==> src/rtl/lswp_pkg.sv <==
// Shared types and constants for the LIFO stack with peek.
package lswp_pkg;

  // Fixed field widths of the ports
  localparam int unsigned CmdW  = 3;
  localparam int unsigned DataW = 32;
  localparam int unsigned PosW  = 5;
  localparam int unsigned CapW  = 5;

  // Capacity after reset
  localparam logic [CapW-1:0] CapReset = 5'd16;

  // Command codes; codes 5 to 7 are no-ops
  typedef enum logic [CmdW-1:0] {
    CMD_PUSH   = 3'd0,
    CMD_POP    = 3'd1,
    CMD_PEEK   = 3'd2,
    CMD_TOP    = 3'd3,
    CMD_BOTTOM = 3'd4
  } cmd_e;

  // Result status codes
  typedef enum logic [1:0] {
    ST_OK       = 2'd0,
    ST_OVERFLOW = 2'd1,
    ST_EMPTY    = 2'd2,
    ST_BADPOS   = 2'd3
  } status_e;

  // Result info waiting for the memory read data
  typedef struct packed {
    status_e status;
    logic    full;
    logic    empty;
    logic    use_data;
  } pend_t;

endpackage

==> src/rtl/lswp_ram.sv <==
// Generic single-port synchronous RAM with registered read data.
module lswp_ram #(
  parameter int unsigned WIDTH = 32,
  parameter int unsigned DEPTH = 16
) (
  input  logic                     clk_i,
  input  logic                     en_i,
  input  logic                     we_i,
  input  logic [$clog2(DEPTH)-1:0] addr_i,
  input  logic [WIDTH-1:0]         wdata_i,
  output logic [WIDTH-1:0]         rdata_o
);

  logic [WIDTH-1:0] mem_q [DEPTH];
  logic [WIDTH-1:0] rdata_q;

  // Write, or read into the output register; data holds between reads
  always_ff @(posedge clk_i) begin
    if (en_i) begin
      if (we_i) begin
        mem_q[addr_i] <= wdata_i;
      end else begin
        rdata_q <= mem_q[addr_i];
      end
    end
  end

  assign rdata_o = rdata_q;

endmodule

==> src/rtl/lswp_ctrl.sv <==
// Command decode, entry count, capacity register and memory access stage.
module lswp_ctrl #(
  parameter int unsigned DEPTH      = 16,
  parameter int unsigned WORD_WIDTH = 32
) (
  input  logic                          clk_i,
  input  logic                          rst_ni,
  // input transactions
  input  logic                          in_valid_i,
  output logic                          in_stall_o,
  input  logic [lswp_pkg::CmdW-1:0]     in_command_i,
  input  logic signed [lswp_pkg::DataW-1:0] in_value_i,
  input  logic [lswp_pkg::PosW-1:0]     in_position_i,
  // capacity register write
  input  logic                          cfg_valid_i,
  input  logic [lswp_pkg::CapW-1:0]     cfg_capacity_i,
  // memory port
  output logic                          ram_en_o,
  output logic                          ram_we_o,
  output logic [$clog2(DEPTH)-1:0]      ram_addr_o,
  output logic [WORD_WIDTH-1:0]         ram_wdata_o,
  // pending result toward the output buffer
  output logic                          pend_valid_o,
  output lswp_pkg::pend_t               pend_o,
  input  logic                          pend_take_i
);
  import lswp_pkg::*;

  localparam int unsigned AW = $clog2(DEPTH);
  localparam int unsigned CW = $clog2(DEPTH + 1);
  localparam int unsigned MW = (CW > PosW) ? ((CW > CapW) ? CW : CapW)
                                           : ((PosW > CapW) ? PosW : CapW);
  localparam logic [CW-1:0] DepthC = CW'(DEPTH);

  logic [CW-1:0]   count_q, count_d;
  logic [CapW-1:0] cap_q;
  logic            pend_valid_q;
  pend_t           pend_q, pend_d;
  logic            accept;
  logic            empty_now, full_now;
  logic [MW-1:0]   cnt_m, pos_m, cap_m, cnt_d_m, peek_idx;
  logic [CW-1:0]   top_idx;
  cmd_e            cmd;

  assign in_stall_o = pend_valid_q && !pend_take_i;
  assign accept     = in_valid_i && !in_stall_o;
  assign cmd        = cmd_e'(in_command_i);

  assign cnt_m     = MW'(count_q);
  assign pos_m     = MW'(in_position_i);
  assign cap_m     = MW'(cap_q);
  assign cnt_d_m   = MW'(count_d);
  assign peek_idx  = cnt_m - pos_m;
  assign top_idx   = count_q - CW'(1);
  assign empty_now = (count_q == '0);
  // full when the count reaches the capacity or the physical depth
  assign full_now  = (cnt_m >= cap_m) || (count_q == DepthC);

  assign ram_wdata_o = WORD_WIDTH'($unsigned(in_value_i));

  // Decode one command: next count, memory access, result status
  always_comb begin
    count_d         = count_q;
    ram_en_o        = 1'b0;
    ram_we_o        = 1'b0;
    ram_addr_o      = '0;
    pend_d.status   = ST_OK;
    pend_d.use_data = 1'b0;
    unique case (cmd)
      CMD_PUSH: begin
        if (full_now) begin
          pend_d.status = ST_OVERFLOW;
        end else begin
          ram_en_o   = accept;
          ram_we_o   = 1'b1;
          ram_addr_o = count_q[AW-1:0];
          count_d    = count_q + CW'(1);
        end
      end
      CMD_POP: begin
        if (empty_now) begin
          pend_d.status = ST_EMPTY;
        end else begin
          ram_en_o        = accept;
          ram_addr_o      = top_idx[AW-1:0];
          count_d         = top_idx;
          pend_d.use_data = 1'b1;
        end
      end
      CMD_PEEK: begin
        if (empty_now) begin
          pend_d.status = ST_EMPTY;
        end else if ((pos_m == '0) || (pos_m > cnt_m)) begin
          pend_d.status = ST_BADPOS;
        end else begin
          ram_en_o        = accept;
          ram_addr_o      = peek_idx[AW-1:0];
          pend_d.use_data = 1'b1;
        end
      end
      CMD_TOP: begin
        if (empty_now) begin
          pend_d.status = ST_EMPTY;
        end else begin
          ram_en_o        = accept;
          ram_addr_o      = top_idx[AW-1:0];
          pend_d.use_data = 1'b1;
        end
      end
      CMD_BOTTOM: begin
        if (empty_now) begin
          pend_d.status = ST_EMPTY;
        end else begin
          ram_en_o        = accept;
          pend_d.use_data = 1'b1;
        end
      end
      default: begin
        // unknown command: no operation
      end
    endcase
    pend_d.full  = (cnt_d_m >= cap_m) || (count_d == DepthC);
    pend_d.empty = (count_d == '0);
  end

  // Count, capacity and pending-result valid
  always_ff @(posedge clk_i or negedge rst_ni) begin
    if (!rst_ni) begin
      count_q      <= '0;
      cap_q        <= CapReset;
      pend_valid_q <= 1'b0;
    end else begin
      if (cfg_valid_i) begin
        cap_q <= cfg_capacity_i;
      end
      if (accept) begin
        count_q <= count_d;
      end
      if (accept) begin
        pend_valid_q <= 1'b1;
      end else if (pend_take_i) begin
        pend_valid_q <= 1'b0;
      end
    end
  end

  // Pending result payload
  always_ff @(posedge clk_i) begin
    if (accept) begin
      pend_q <= pend_d;
    end
  end

  assign pend_valid_o = pend_valid_q;
  assign pend_o       = pend_q;

endmodule

==> src/rtl/lswp_obuf.sv <==
// Output register: joins memory read data with the pending result.
module lswp_obuf #(
  parameter int unsigned WORD_WIDTH = 32
) (
  input  logic                              clk_i,
  input  logic                              rst_ni,
  input  logic                              pend_valid_i,
  input  lswp_pkg::pend_t                   pend_i,
  output logic                              pend_take_o,
  input  logic [WORD_WIDTH-1:0]             ram_rdata_i,
  output logic                              out_valid_o,
  input  logic                              out_stall_i,
  output logic signed [lswp_pkg::DataW-1:0] out_read_value_o,
  output logic [1:0]                        out_status_o,
  output logic                              out_is_full_o,
  output logic                              out_is_empty_o
);
  import lswp_pkg::*;

  logic             valid_q;
  logic             load;
  logic [DataW-1:0] word_ext;
  logic [DataW-1:0] value_q, value_d;
  status_e          status_q;
  logic             full_q, empty_q;

  // Register is free when empty or its transaction completes now
  assign load        = !valid_q || !out_stall_i;
  assign pend_take_o = pend_valid_i && load;

  // Sign-extend or truncate the stored word to the port width
  assign word_ext = DataW'($signed(ram_rdata_i));
  assign value_d  = pend_i.use_data ? word_ext : '1;

  always_ff @(posedge clk_i or negedge rst_ni) begin
    if (!rst_ni) begin
      valid_q <= 1'b0;
    end else if (load) begin
      valid_q <= pend_valid_i;
    end
  end

  always_ff @(posedge clk_i) begin
    if (pend_take_o) begin
      value_q  <= value_d;
      status_q <= pend_i.status;
      full_q   <= pend_i.full;
      empty_q  <= pend_i.empty;
    end
  end

  assign out_valid_o      = valid_q;
  assign out_read_value_o = value_q;
  assign out_status_o     = status_q;
  assign out_is_full_o    = full_q;
  assign out_is_empty_o   = empty_q;

endmodule

==> src/rtl/lifo_stack_with_peek.sv <==
// Top level of the bounded LIFO stack with peek.
//
// Input channel (in_valid_i / in_stall_o): one command per transaction,
// push, pop, peek at a depth, read top or read bottom. Output channel
// (out_valid_o / out_stall_i): exactly one result per command, with the
// word read, a status code and the full and empty flags after the step.
// Configuration (cfg_valid_i / cfg_ready_o): writes the capacity; always
// ready. It must be written only while no command is in flight; the user
// keeps to this, as the block does not enforce it. An accepted command's
// result info enters the pending register and any word it reads enters the
// memory read register; the output register then loads both. One command per
// cycle while in_stall_o is low, each with at most one access to the one-port
// entry memory; the count updates at acceptance, so the next command sees it.
// Reset clears the count and sets the capacity to 16; the entry memory is
// not cleared, and no clearing pass runs. When the receiver stalls, the
// output register holds its result, one more result waits behind it, and
// then the input stalls until the output transaction completes.
module lifo_stack_with_peek #(
  parameter int unsigned DEPTH      = 16,
  parameter int unsigned WORD_WIDTH = 32
) (
  input  logic                              clk_i,
  input  logic                              rst_ni,
  input  logic                              in_valid_i,
  output logic                              in_stall_o,
  input  logic [lswp_pkg::CmdW-1:0]         in_command_i,
  input  logic signed [lswp_pkg::DataW-1:0] in_value_i,
  input  logic [lswp_pkg::PosW-1:0]         in_position_i,
  output logic                              out_valid_o,
  input  logic                              out_stall_i,
  output logic signed [lswp_pkg::DataW-1:0] out_read_value_o,
  output logic [1:0]                        out_status_o,
  output logic                              out_is_full_o,
  output logic                              out_is_empty_o,
  input  logic                              cfg_valid_i,
  output logic                              cfg_ready_o,
  input  logic [lswp_pkg::CapW-1:0]         cfg_capacity_i
);
  import lswp_pkg::*;

  localparam int unsigned AW = $clog2(DEPTH);

  logic                  ram_en, ram_we;
  logic [AW-1:0]         ram_addr;
  logic [WORD_WIDTH-1:0] ram_wdata, ram_rdata;
  logic                  pend_valid, pend_take;
  pend_t                 pend;
  logic                  cfg_wr;

  assign cfg_ready_o = 1'b1;
  assign cfg_wr      = cfg_valid_i && cfg_ready_o;

  // Command stage
  lswp_ctrl #(
    .DEPTH      (DEPTH),
    .WORD_WIDTH (WORD_WIDTH)
  ) u_ctrl (
    .clk_i          (clk_i),
    .rst_ni         (rst_ni),
    .in_valid_i     (in_valid_i),
    .in_stall_o     (in_stall_o),
    .in_command_i   (in_command_i),
    .in_value_i     (in_value_i),
    .in_position_i  (in_position_i),
    .cfg_valid_i    (cfg_wr),
    .cfg_capacity_i (cfg_capacity_i),
    .ram_en_o       (ram_en),
    .ram_we_o       (ram_we),
    .ram_addr_o     (ram_addr),
    .ram_wdata_o    (ram_wdata),
    .pend_valid_o   (pend_valid),
    .pend_o         (pend),
    .pend_take_i    (pend_take)
  );

  // Entry memory
  lswp_ram #(
    .WIDTH (WORD_WIDTH),
    .DEPTH (DEPTH)
  ) u_ram (
    .clk_i   (clk_i),
    .en_i    (ram_en),
    .we_i    (ram_we),
    .addr_i  (ram_addr),
    .wdata_i (ram_wdata),
    .rdata_o (ram_rdata)
  );

  // Result register
  lswp_obuf #(
    .WORD_WIDTH (WORD_WIDTH)
  ) u_obuf (
    .clk_i            (clk_i),
    .rst_ni           (rst_ni),
    .pend_valid_i     (pend_valid),
    .pend_i           (pend),
    .pend_take_o      (pend_take),
    .ram_rdata_i      (ram_rdata),
    .out_valid_o      (out_valid_o),
    .out_stall_i      (out_stall_i),
    .out_read_value_o (out_read_value_o),
    .out_status_o     (out_status_o),
    .out_is_full_o    (out_is_full_o),
    .out_is_empty_o   (out_is_empty_o)
  );

endmodule

==> config.mk <==
export PLATFORM = sky130hd
export DESIGN_NAME = lifo_stack_with_peek
export DESIGN_NICKNAME = d
export VERILOG_FILES = /design/src/rtl/lswp_pkg.sv /design/src/rtl/lswp_ram.sv /design/src/rtl/lswp_ctrl.sv /design/src/rtl/lswp_obuf.sv /design/src/rtl/lifo_stack_with_peek.sv
export SDC_FILE = /design/constraint.sdc
export NUM_CORES = 1
export LEC_CHECK = 0
export ABC_CLOCK_PERIOD_IN_PS = 16000
export BUFFER_PORTS_ARGS = -buffer_cell sky130_fd_sc_hd__buf_2
export CORE_ASPECT_RATIO = 1.75
export CORE_MARGIN = 1.5
export CORE_UTILIZATION = 40
export DETAILED_ROUTE_END_ITERATION = 16
export GPL_ROUTABILITY_DRIVEN = 0
export PLACE_DENSITY = 0.56
export SLEW_MARGIN = 20
export SYNTH_ARGS = -nofsm -noshare
export SYNTH_HDL_FRONTEND = slang
export SYNTH_SLANG_ARGS = --single-unit
==> constraint.sdc <==
create_clock -name clk_i -period 16 [get_ports clk_i]
set_input_delay 2.4 -clock clk_i [delete_from_list [all_inputs] [get_ports clk_i]]
set_output_delay 2.4 -clock clk_i [all_outputs]
set_load 0.005 [all_outputs]
# [After elaboration in Yosys (flattened, before gate mapping)]
# Memories as Yosys holds them, arrays and structs flattened. A register that Yosys moved wholly into a read port is not among the register bits.
# Index checks and enable logic that the tools add are counted.
[word_totals] register_bits=53 ram_bits=512 input_bits=50 out_inout_bits=39 word_cells=74 mem_count=1
[op_classes] add_sub_neg=3 n_lt_le_gt_ge=3 n_eq_ne=6 mux=29 bitwise_logic=1 n_reduce_logical=19
[memory_table] name="u_ram.mem_q" words=16 word_bits=32 rd=1 rd_ports_with_merged_regs=1 wr=1 line_no="lswp_ram.sv:14" rtl="logic [WIDTH-1:0] mem_q [DEPTH];"
[ops] op="4-bit 2-to-1 mux" count=4
[ops] op="5-bit logical NOT" count=3
[ops] op="1-bit 2-to-1 mux" count=15
[ops] op="4-bit case mux with 3 select lines" count=1
[ops] op="5-bit == test (second input constant)" count=2
[ops] op="5-bit >= comparator" count=2
[ops] op="5-bit 2-to-1 mux" count=2
[ops] op="5-bit case mux with 2 select lines" count=1
[ops] op="3-bit by 2-bit == test with 1-bit output (second input constant)" count=2
[ops] op="2-bit 2-to-1 mux" count=3
[ops] op="2-bit case mux with 3 select lines" count=1
[ops] op="5-bit by 1-bit adder with 5-bit output (second input constant)" count=1
[ops] op="5-bit greater-than comparator" count=1
[ops] op="5-bit by 1-bit subtractor with 5-bit output (second input constant)" count=1
[ops] op="1-bit logical NOT" count=4
[ops] op="1-bit logical OR" count=4
[ops] op="4-bit subtractor" count=1
[ops] op="3-bit by 1-bit == test with 1-bit output (second input constant)" count=1
[ops] op="3-bit == test (second input constant)" count=1
[ops] op="1-bit logical AND" count=3
[ops] op="3-bit logical NOT" count=1
[ops] op="1-bit case mux with 3 select lines" count=1
[ops] op="3-bit OR reduction" count=1
[ops] op="1-bit case mux with 2 select lines" count=1
[ops] op="4 further kinds" count=4

# [Depth between registers and ports, before layout]
# Gate-level depths: netlist of the first run.
[logic_depth] ltp_word=12 mapped_depth=17 ltp_nobuf=17

# [Modules after synthesis]
# Synthesis of the first run repeated with hierarchy kept, for this count alone.
[hier_totals] cells_unflattened=1160 area_unflattened_um2=23498.8
[by_module_without_submodules] module="lswp_ram" n_inst=1 cells_each=844 area_each_um2=20216.9 seq_area_each_um2=16335.7
[by_module_without_submodules] module="lswp_ctrl" n_inst=1 cells_each=240 area_each_um2=1933.1 seq_area_each_um2=426.7
[by_module_without_submodules] module="lswp_obuf" n_inst=1 cells_each=74 area_each_um2=1337.5 seq_area_each_um2=1106.1
[by_module_without_submodules] module="lifo_stack_with_peek" n_inst=1 cells_each=2 area_each_um2=11.3 seq_area_each_um2=0.0

# [Worst setup path before layout of the first run]
# OpenSTA, ideal clock, no wires.
[synth_path] path_type="in2reg" startpoint="in in_position_i[1] (netlist name)" endpoint="mem u_ram.mem_q[11][0], enable pin" setup_time_ns=0.461 arrival_ns=6.501 required_ns=15.539 slack_ns=9.038 stages=11 path_buffers=2 path_cell_list="inv_1 ha_1 nor2b_1 o21ai_0 a21oi_4 nor3_2 or2_1 buf_2 buf_1 nand2_1 nor3_1"
[synth_via] elab_chain_cells=7 word_cells_on_any_way=12 classes_between="add/sub: 1; order compare: 1; mux: 8; reduce/logical: 2"
[synth_lines] item="start, declared" line_no="lifo_stack_with_peek.sv:28" rtl="input logic [lswp_pkg::PosW-1:0] in_position_i,"
[synth_lines] item="5-bit greater-than comparator / 5-bit logical NOT (equally long branches)" line_no="lswp_ctrl.sv:93" rtl="end else if ((pos_m == '0) || (pos_m > cnt_m)) begin"
[synth_lines] item="1-bit logical OR" line_no="lswp_ctrl.sv:93"
[synth_lines] item="1-bit 2-to-1 mux" line_no="lswp_ctrl.sv:93"
[synth_lines] item="1-bit 2-to-1 mux" line_no="lswp_ctrl.sv:91" rtl="if (empty_now) begin"
[synth_lines] item="1-bit case mux with 3 select lines" line_no="lswp_ctrl.sv:69" rtl="unique case (cmd)"
[synth_lines] item="1-bit 2-to-1 mux" line_no="lswp_ram.sv:19" rtl="if (en_i) begin"
[synth_lines] item="1-bit 2-to-1 mux (not written as such)" line_no="lswp_ram.sv:21" rtl="mem_q[addr_i] <= wdata_i;"
[synth_lines] item="end, declared" line_no="lswp_ram.sv:14"
# Several ways; a longest one is shown, not always the timed one.

# [Final worst setup path of the first run]
[layout_path] startpoint="in in_position_i[1] (netlist name)" endpoint="reg u_ram.rdata_q[31], in the netlist u_ram.rdata_o[31] (read register of u_ram.mem_q) (data pin)"
[layout_via] elab_chain_cells=6 word_cells_on_any_way=11 classes_between="add/sub: 1; order compare: 1; mux: 6; reduce/logical: 3"
[layout_lines] item="5-bit greater-than comparator / 5-bit logical NOT (equally long branches)" line_no="lswp_ctrl.sv:93"
[layout_lines] item="1-bit logical OR" line_no="lswp_ctrl.sv:93"
[layout_lines] item="1-bit 2-to-1 mux" line_no="lswp_ctrl.sv:93"
[layout_lines] item="1-bit 2-to-1 mux" line_no="lswp_ctrl.sv:91"
[layout_lines] item="1-bit case mux with 3 select lines" line_no="lswp_ctrl.sv:69"
[layout_lines] item="2-bit AND reduction (no source line)"
[layout_lines] item="end, declared" line_no="lswp_ram.sv:15" rtl="logic [WIDTH-1:0] rdata_q;"
# Several ways; a longest one is shown, not always the timed one.
# A chain may end at the register's enable or synchronous reset.

==> flow_summary.yaml, run 1 <==
timing:
  relSlewSlack_pct: 28.8
  final.period_utilization_pct: 36.9
  fin_skew_ps: 22.5
  setup_violations: 0
  final_max_slew_viol_count: 0
  max_freq_mhz: 169
  hold_viol: 0
  setup_tns_ps: 0
  tightest_slew_ps: 1070
  setup_ws_ps: 10090
  period_needed_ps: 5910
  grt_setup_unrepaired: "no"
power:
  switchingPower_mw: 1.05
  p_clk_share_pct: 32.8
  max-vdd-ir-drop_uv: 135
  p_sw_share_pct: 28.1
  p_leak_nw: 9.36
  pwr-share-comb_pct: 18.9
  power_frac_seq_pct: 48.3
  p_int_mw: 2.70
  power_density_mw_per_mm2: 140
grt:
  grt_pass1_vias: 13400
  grt_pass1_wl_mm: 84.6
  grt_max_degree: 166
  grt_antenna_before_repair: 6
  grtUsageTotal_pct: 18.6
  overflow: 0
synth:
  netlist_area_sq_mm: 0.0238
  synthCells: 1475
  synthDistinctLibCells: 56
  synth_enable_flop_cells: 585
  seq_area_frac_synth_pct: 75.1
  syn-num-nets: 1549
  ys_seq_elements: 597
  synth_warnings: 0
  ys.flop_type: "edfxtp_1"
  ys_async_sr_fraction_pct: 2.01
  syn_avg_cell_area_sq_um: 16.1
status:
  status: "complete, no violations"
routing:
  via_count: 13200
  drc_errors: 0
  post_drt_wl_per_cell_um: 24.0
  totalWireLength_mm: 57.3
  first_pass_iters: 5
  viasPerCell: 5.54
  ant_nets: 0
  drt-initial-drc-count: 1159
clock_network:
  ctsResizeCount: 0
  clkSlewWorstSetupHoldPaths_ps: 70
  cts_buffers: 52
  cts_tree: "built"
  post-cts-setup-buffer-count: 0
  clkLatencyLatePin_ps: 600
  htree_levels: 2
  clock_sinks: 597
  clockRootBuffer: "clkbuf_16"
  cts.path.max_buffers: 3
  cts_hold_buffers: 0
hold_path:
  hp-class: "flop to flop"
  min_to: "u_obuf.out_is_empty_o"
  worstHoldStart: "u_ctrl.pend_o[1]"
  hold_depth: 0
worst_setup_path:
  setup.worst_path.end_class: "flop"
  rr_worst_depth: 13
  r2r-end: "u_ram.rdata_o[10]"
  crit_arrival_ps: 6230
  worstSetupPathType: "input pin to flop"
  crit_required_ps: 16330
  critPathLaunchType: "input pin"
  regToRegSetupSlack_ps: 11050
  r2r-start: "u_ctrl.cnt_m[0]"
  cp_max_fo: 93
floorplan:
  io_pins: 89
  dieArea_sq_mm: 0.0610
  die_w_um: 187
  rows: 118
  die_y_um: 326
  start_util_pct: 40.3
  coreArea_sq_mm: 0.0591
layout:
  syn_to_final_growth_pct: 12.6
  final_common_cell: "edfxtp_1"
  layout_common_cells: "edfxtp_1, nand2_1, a21oi_1"
  drive_gt1_share_pct: 16.6
  nets: 1637
placement:
  dp_hpwl_mm: 31.3
  port_buffers: 87
  preCtsSetupSlack_ps: 9500
job:
  drv_cap: 0
## worst max-delay path, stage by stage
cell and delay (ps):
buf_2 100, inv_1 70, ha_1 320, nor2b_1 130
o21ai_0 140, a21oi_4 240, nor3b_4 80, nor3b_4 190
buf_4 760, buf_4 910, a221oi_1 230, or4_1 560
## layer usage
| metal | vias up | share of wire (%) | GRT usage, % | wire length (um) |
|---|---|---|---|---|
| met2 | 391 | 52 | 33.5 | 29900 |
| li1 | 5965 | - | - | - |
| met4 | 6 | 3.1 | 7.03 | 1780 |
| met1 | 6752 | 40 | 22.7 | 22900 |
| met3 | 112 | 4.6 | 2.37 | 2620 |
| met5 | - | 0.054 | 0 | 31 |
## cell usage after synthesis, types with 10 or more instances
library cell  number  share of area, %
a21oi_1          136               2.9
a221oi_1         108               4.0
a221oi_2          21               1.3
buf_2             34              0.72
buf_4             10              0.32
clkbuf_1          42              0.66
dfrtp_1           11               1.2
edfxtp_1         585                74
ha_1              23               1.2
inv_1             19              0.30
mux2i_1          133               5.6
nand2_1          159               2.5
nand2b_1          39               1.0
nor2_1            17              0.27
nor3_1            20              0.42
o21ai_0           18              0.38
or4_1             33               1.0
## flip-flops by register name, indices dropped and copies added, names as in the netlist
signal	cells
u_ctrl.cap_m	5
u_ctrl.cnt_m	5
u_ctrl.pend_o	5
u_ctrl.pend_valid_o	1
u_obuf.out_is_empty_o	1
u_obuf.out_is_full_o	1
u_obuf.out_read_value_o	32
u_obuf.out_status_o	2
u_obuf.out_valid_o	1
u_ram.mem_q	512
u_ram.rdata_o	32
## metrics by stage
stage / hold WS (ps) / power, mW / util [%] / instance area [sq um] / cells
3_5_place_dp: 411 / 2.56 / 42.6 / 25100 / 2289
6_report: 423 / 3.75 / 45.4 / 26800 / 2387
4_1_cts: 427 / 3.79 / 45.4 / 26800 / 2386
5_1_grt: 430 / 3.90 / 45.4 / 26800 / 2387
2_1_floorplan: 400 / 2.35 / - / 23800 / 1475
3_3_place_gp: 405 / 2.55 / 42.6 / 25100 / 2289
## cell type report
type                    instances  area [sq um]
repair buffers                131           778
diodes                          1          2.50
flip-flops and latches        597         17900
well taps                     780           976
fillers                      5164         32300
clock inverters                33           272
multi-input cells             760          5450
inverters                      21          78.8
clock buffers                  64          1370
## power by group through the flow
stage	combinational [mW]	sequential, mW	clock (mW)
floorplan	0.511	1.84	0
global placement	0.703	1.84	0
detailed placement	0.713	1.84	0
CTS	0.715	1.81	1.26
global route	0.776	1.81	1.31
finish	0.709	1.81	1.23
## worst max path at each step
stage                                     to             start  cells past startpoint  slack, ps
final                      u_ram.rdata_o[31]  in_position_i[1]                     12      10090
after global routing       u_ram.rdata_o[14]  in_position_i[1]                     12       9860
after CTS                  u_ram.rdata_o[31]  in_position_i[1]                     12      10150
after detailed placement   u_ram.rdata_o[31]  in_position_i[1]                     12       9500
after global placement     u_ram.rdata_o[31]  in_position_i[1]                     12       9540
after floorplan           u_ram.mem_q[11][0]  in_position_i[1]                     11       9040
## cells by family (layout without fill, tap and decap cells)
kind of cell / Yosys count / after routing / share of synthesized area [%]
adder cells (fa/ha/maj): 24 / 24 / 1.29
flip-flops: 597 / 597 / 75.1
other: 1 / 2 / 0.0158
AND/OR/NAND/NOR: 298 / 298 / 6.20
AO/OA/AOI/OAI: 300 / 300 / 9.17
multiplexers: 134 / 134 / 5.64
XOR/XNOR: 3 / 3 / 0.110
buffers and inverters: 118 / 249 / 2.48
No activity file was read; power rests on OpenSTA's default activity.
==> run 2: changes to the inputs <==
- ABC_CLOCK_PERIOD_IN_PS: 16000 -> 5300
- PLACE_DENSITY: 0.56 -> 0.58
- clock period: 16 -> 5.3 ns (I/O delays scaled with it)
==> run 2 against run 1 <==
- combinational power increased to 3.2 times the previous value
- non-clock buffer count increased by 2
- sequential power increased to 3.0 times the previous value
- via count decreased by 0.42%
- register-to-register slack got worse by 9900 ps
- sequential share of layout area decreased by 0.15 points
==> flow_summary.yaml, run 2 (synthesis gave the netlist of run 1 again) <==
worst_setup_path:
  crit_slowest_cell: "or2_2"
  critPathBufInv: 3
  crit_arrival_ps: 4400
  regToRegSetupSlack_ps: 1120
  cpPeakStageDelay_ps: 620
  crit_end: "u_ram.mem_q[14][14]"
  worstSetupPathType: "flop to flop"
  r2r-start: "u_ctrl.cap_m[4]"
  critPathLaunchType: "flop"
  crit_required_ps: 5520
  cp_max_fo: 32
  crit_family: "compound AO/OA/AOI/OAI gates"
  rr_worst_depth: 11
  crit_cells: 11
  r2r-end: "u_ram.mem_q[14][14]"
  worstSetupStartpoint: "u_ctrl.cap_m[4]"
  path_cells: "inv_1 > ha_1 > and2_1 > a311o_1 > a211oi_2 > o21a_1 > a211oi_2 > or2_2 > buf_4 > nor3_2 > buf_4"
  setup.worst_path.end_class: "flop"
layout:
  final_cell_count_no_fill: 2378
  num_antenna_cells: 0
  nets: 1639
  largest-register: "u_ram.mem_q"
  regArea_sq_mm: 0.0179
  syn_to_final_growth_pct: 12.8
  fill_cells: 5189
  multi_input_area_sq_mm: 0.00545
  fin_util_pct: 45.5
  drive_gt1_share_pct: 16.1
  largest_register_ffs: 512
  layout_common_cells: "edfxtp_1, nand2_1, a21oi_1"
  final_common_cell: "edfxtp_1"
floorplan:
  dieArea_sq_mm: 0.0610
  io_pins: 89
  coreArea_sq_mm: 0.0591
  die_w_um: 187
  die_y_um: 326
  rows: 118
  start_util_pct: 40.3
grt:
  grt_pass1_wl_mm: 83.4
  overflow: 0
  grt_pass1_vias: 13300
  grtUsageTotal_pct: 18.2
  grt_max_degree: 104
  grt_antenna_before_repair: 2
routing:
  first_pass_iters: 6
  post_drt_wl_per_cell_um: 23.5
  drc_errors: 0
  viasPerCell: 5.54
  ant_nets: 0
  drt-initial-drc-count: 1039
  totalWireLength_mm: 55.8
  via_count: 13200
placement:
  place_inst: 2291
  port_buffers: 87
  preCtsSetupSlack_ps: 911
  dp_hpwl_mm: 32.7
timing:
  tightest_slew_ps: 853
  period_needed_ps: 4180
  final_max_slew_viol_count: 0
  setup_ws_ps: 1120
  max_freq_mhz: 239
  grt_setup_unrepaired: "no"
  whs_ps: 103
  setup_violations: 0
  hold_viol: 0
  setup_tns_ps: 0
  relSlewSlack_pct: 43.1
  final.period_utilization_pct: 78.8
  fin_skew_ps: 20.0
clock_network:
  cts_buffers: 52
  ctsResizeCount: 0
  post-cts-setup-buffer-count: 0
  cts_hold_buffers: 0
  htree_levels: 2
  clockRootBuffer: "clkbuf_16"
  clkSlewWorstSetupHoldPaths_ps: 60
  cts.path.max_buffers: 3
  clock_sinks: 597
  cts_tree: "built"
  clkLatencyLatePin_ps: 580
power:
  power_density_mw_per_mm2: 420
  p_leak_nw: 9.37
  max-vdd-ir-drop_uv: 289
job:
  drv_cap: 0
status:
  status: "complete, no violations"
hold_path:
  hp-class: "input pin to async pin"
-- run 2: worst reg2reg max path: cells and delay by family (launching register included) --
| family | cells | cell delay, ps |
|---|---|---|
| DFF | 1 | 520 |
| and+or+nand+nor | 3 | 980 |
| AOI/OAI and AO/OA | 4 | 1040 |
| adders and majority gates | 1 | 300 |
| buffers and inverters | 3 | 930 |
-- run 2: stage by stage --
stage / cell area [sq um] / power (mW)
2_1_floorplan: 23800 / 7.09
3_3_place_gp: 25300 / 7.81
3_5_place_dp: 25300 / 7.84
4_1_cts: 26800 / 11.4
5_1_grt: 26800 / 11.8
6_report: 26800 / 11.3
-- run 2: power by group --
group | internal, mW | switching, mW | leakage (nW) | total [mW]
clock | 1.97 | 1.60 | 0.752 | 3.56
sequential | 5.39 | 0.0715 | 5.41 | 5.47
combinational | 0.780 | 1.47 | 3.21 | 2.25
-- run 2: routing by layer --
metal | GRT usage (%) | wire length (um)
met1 | 21.5 | 22200
met2 | 33.9 | 29700
met3 | 2.48 | 2390
met5 | 0 | 21
met4 | 5.97 | 1500
-- run 2: how the worst min path moves through the flow --
stage	slack (ps)	endpoint
after floorplan	400	u_obuf.out_is_empty_o
after global placement	400	u_obuf.out_is_empty_o
after detailed placement	410	u_obuf.out_status_o[0]
after CTS	80	u_ctrl.pend_valid_o
after global routing	100	u_obuf.out_valid_o
final	100	u_ctrl.cap_m[0]
-- run 2: cell type report --
class,instances,area share (%)
inverter,21,0.294
clock inverter,20,0.629
timing repair buffer,133,3.47
sequential,597,66.6
multi-input combinational,760,20.3
tap,780,3.64
clock buffer,67,5.14
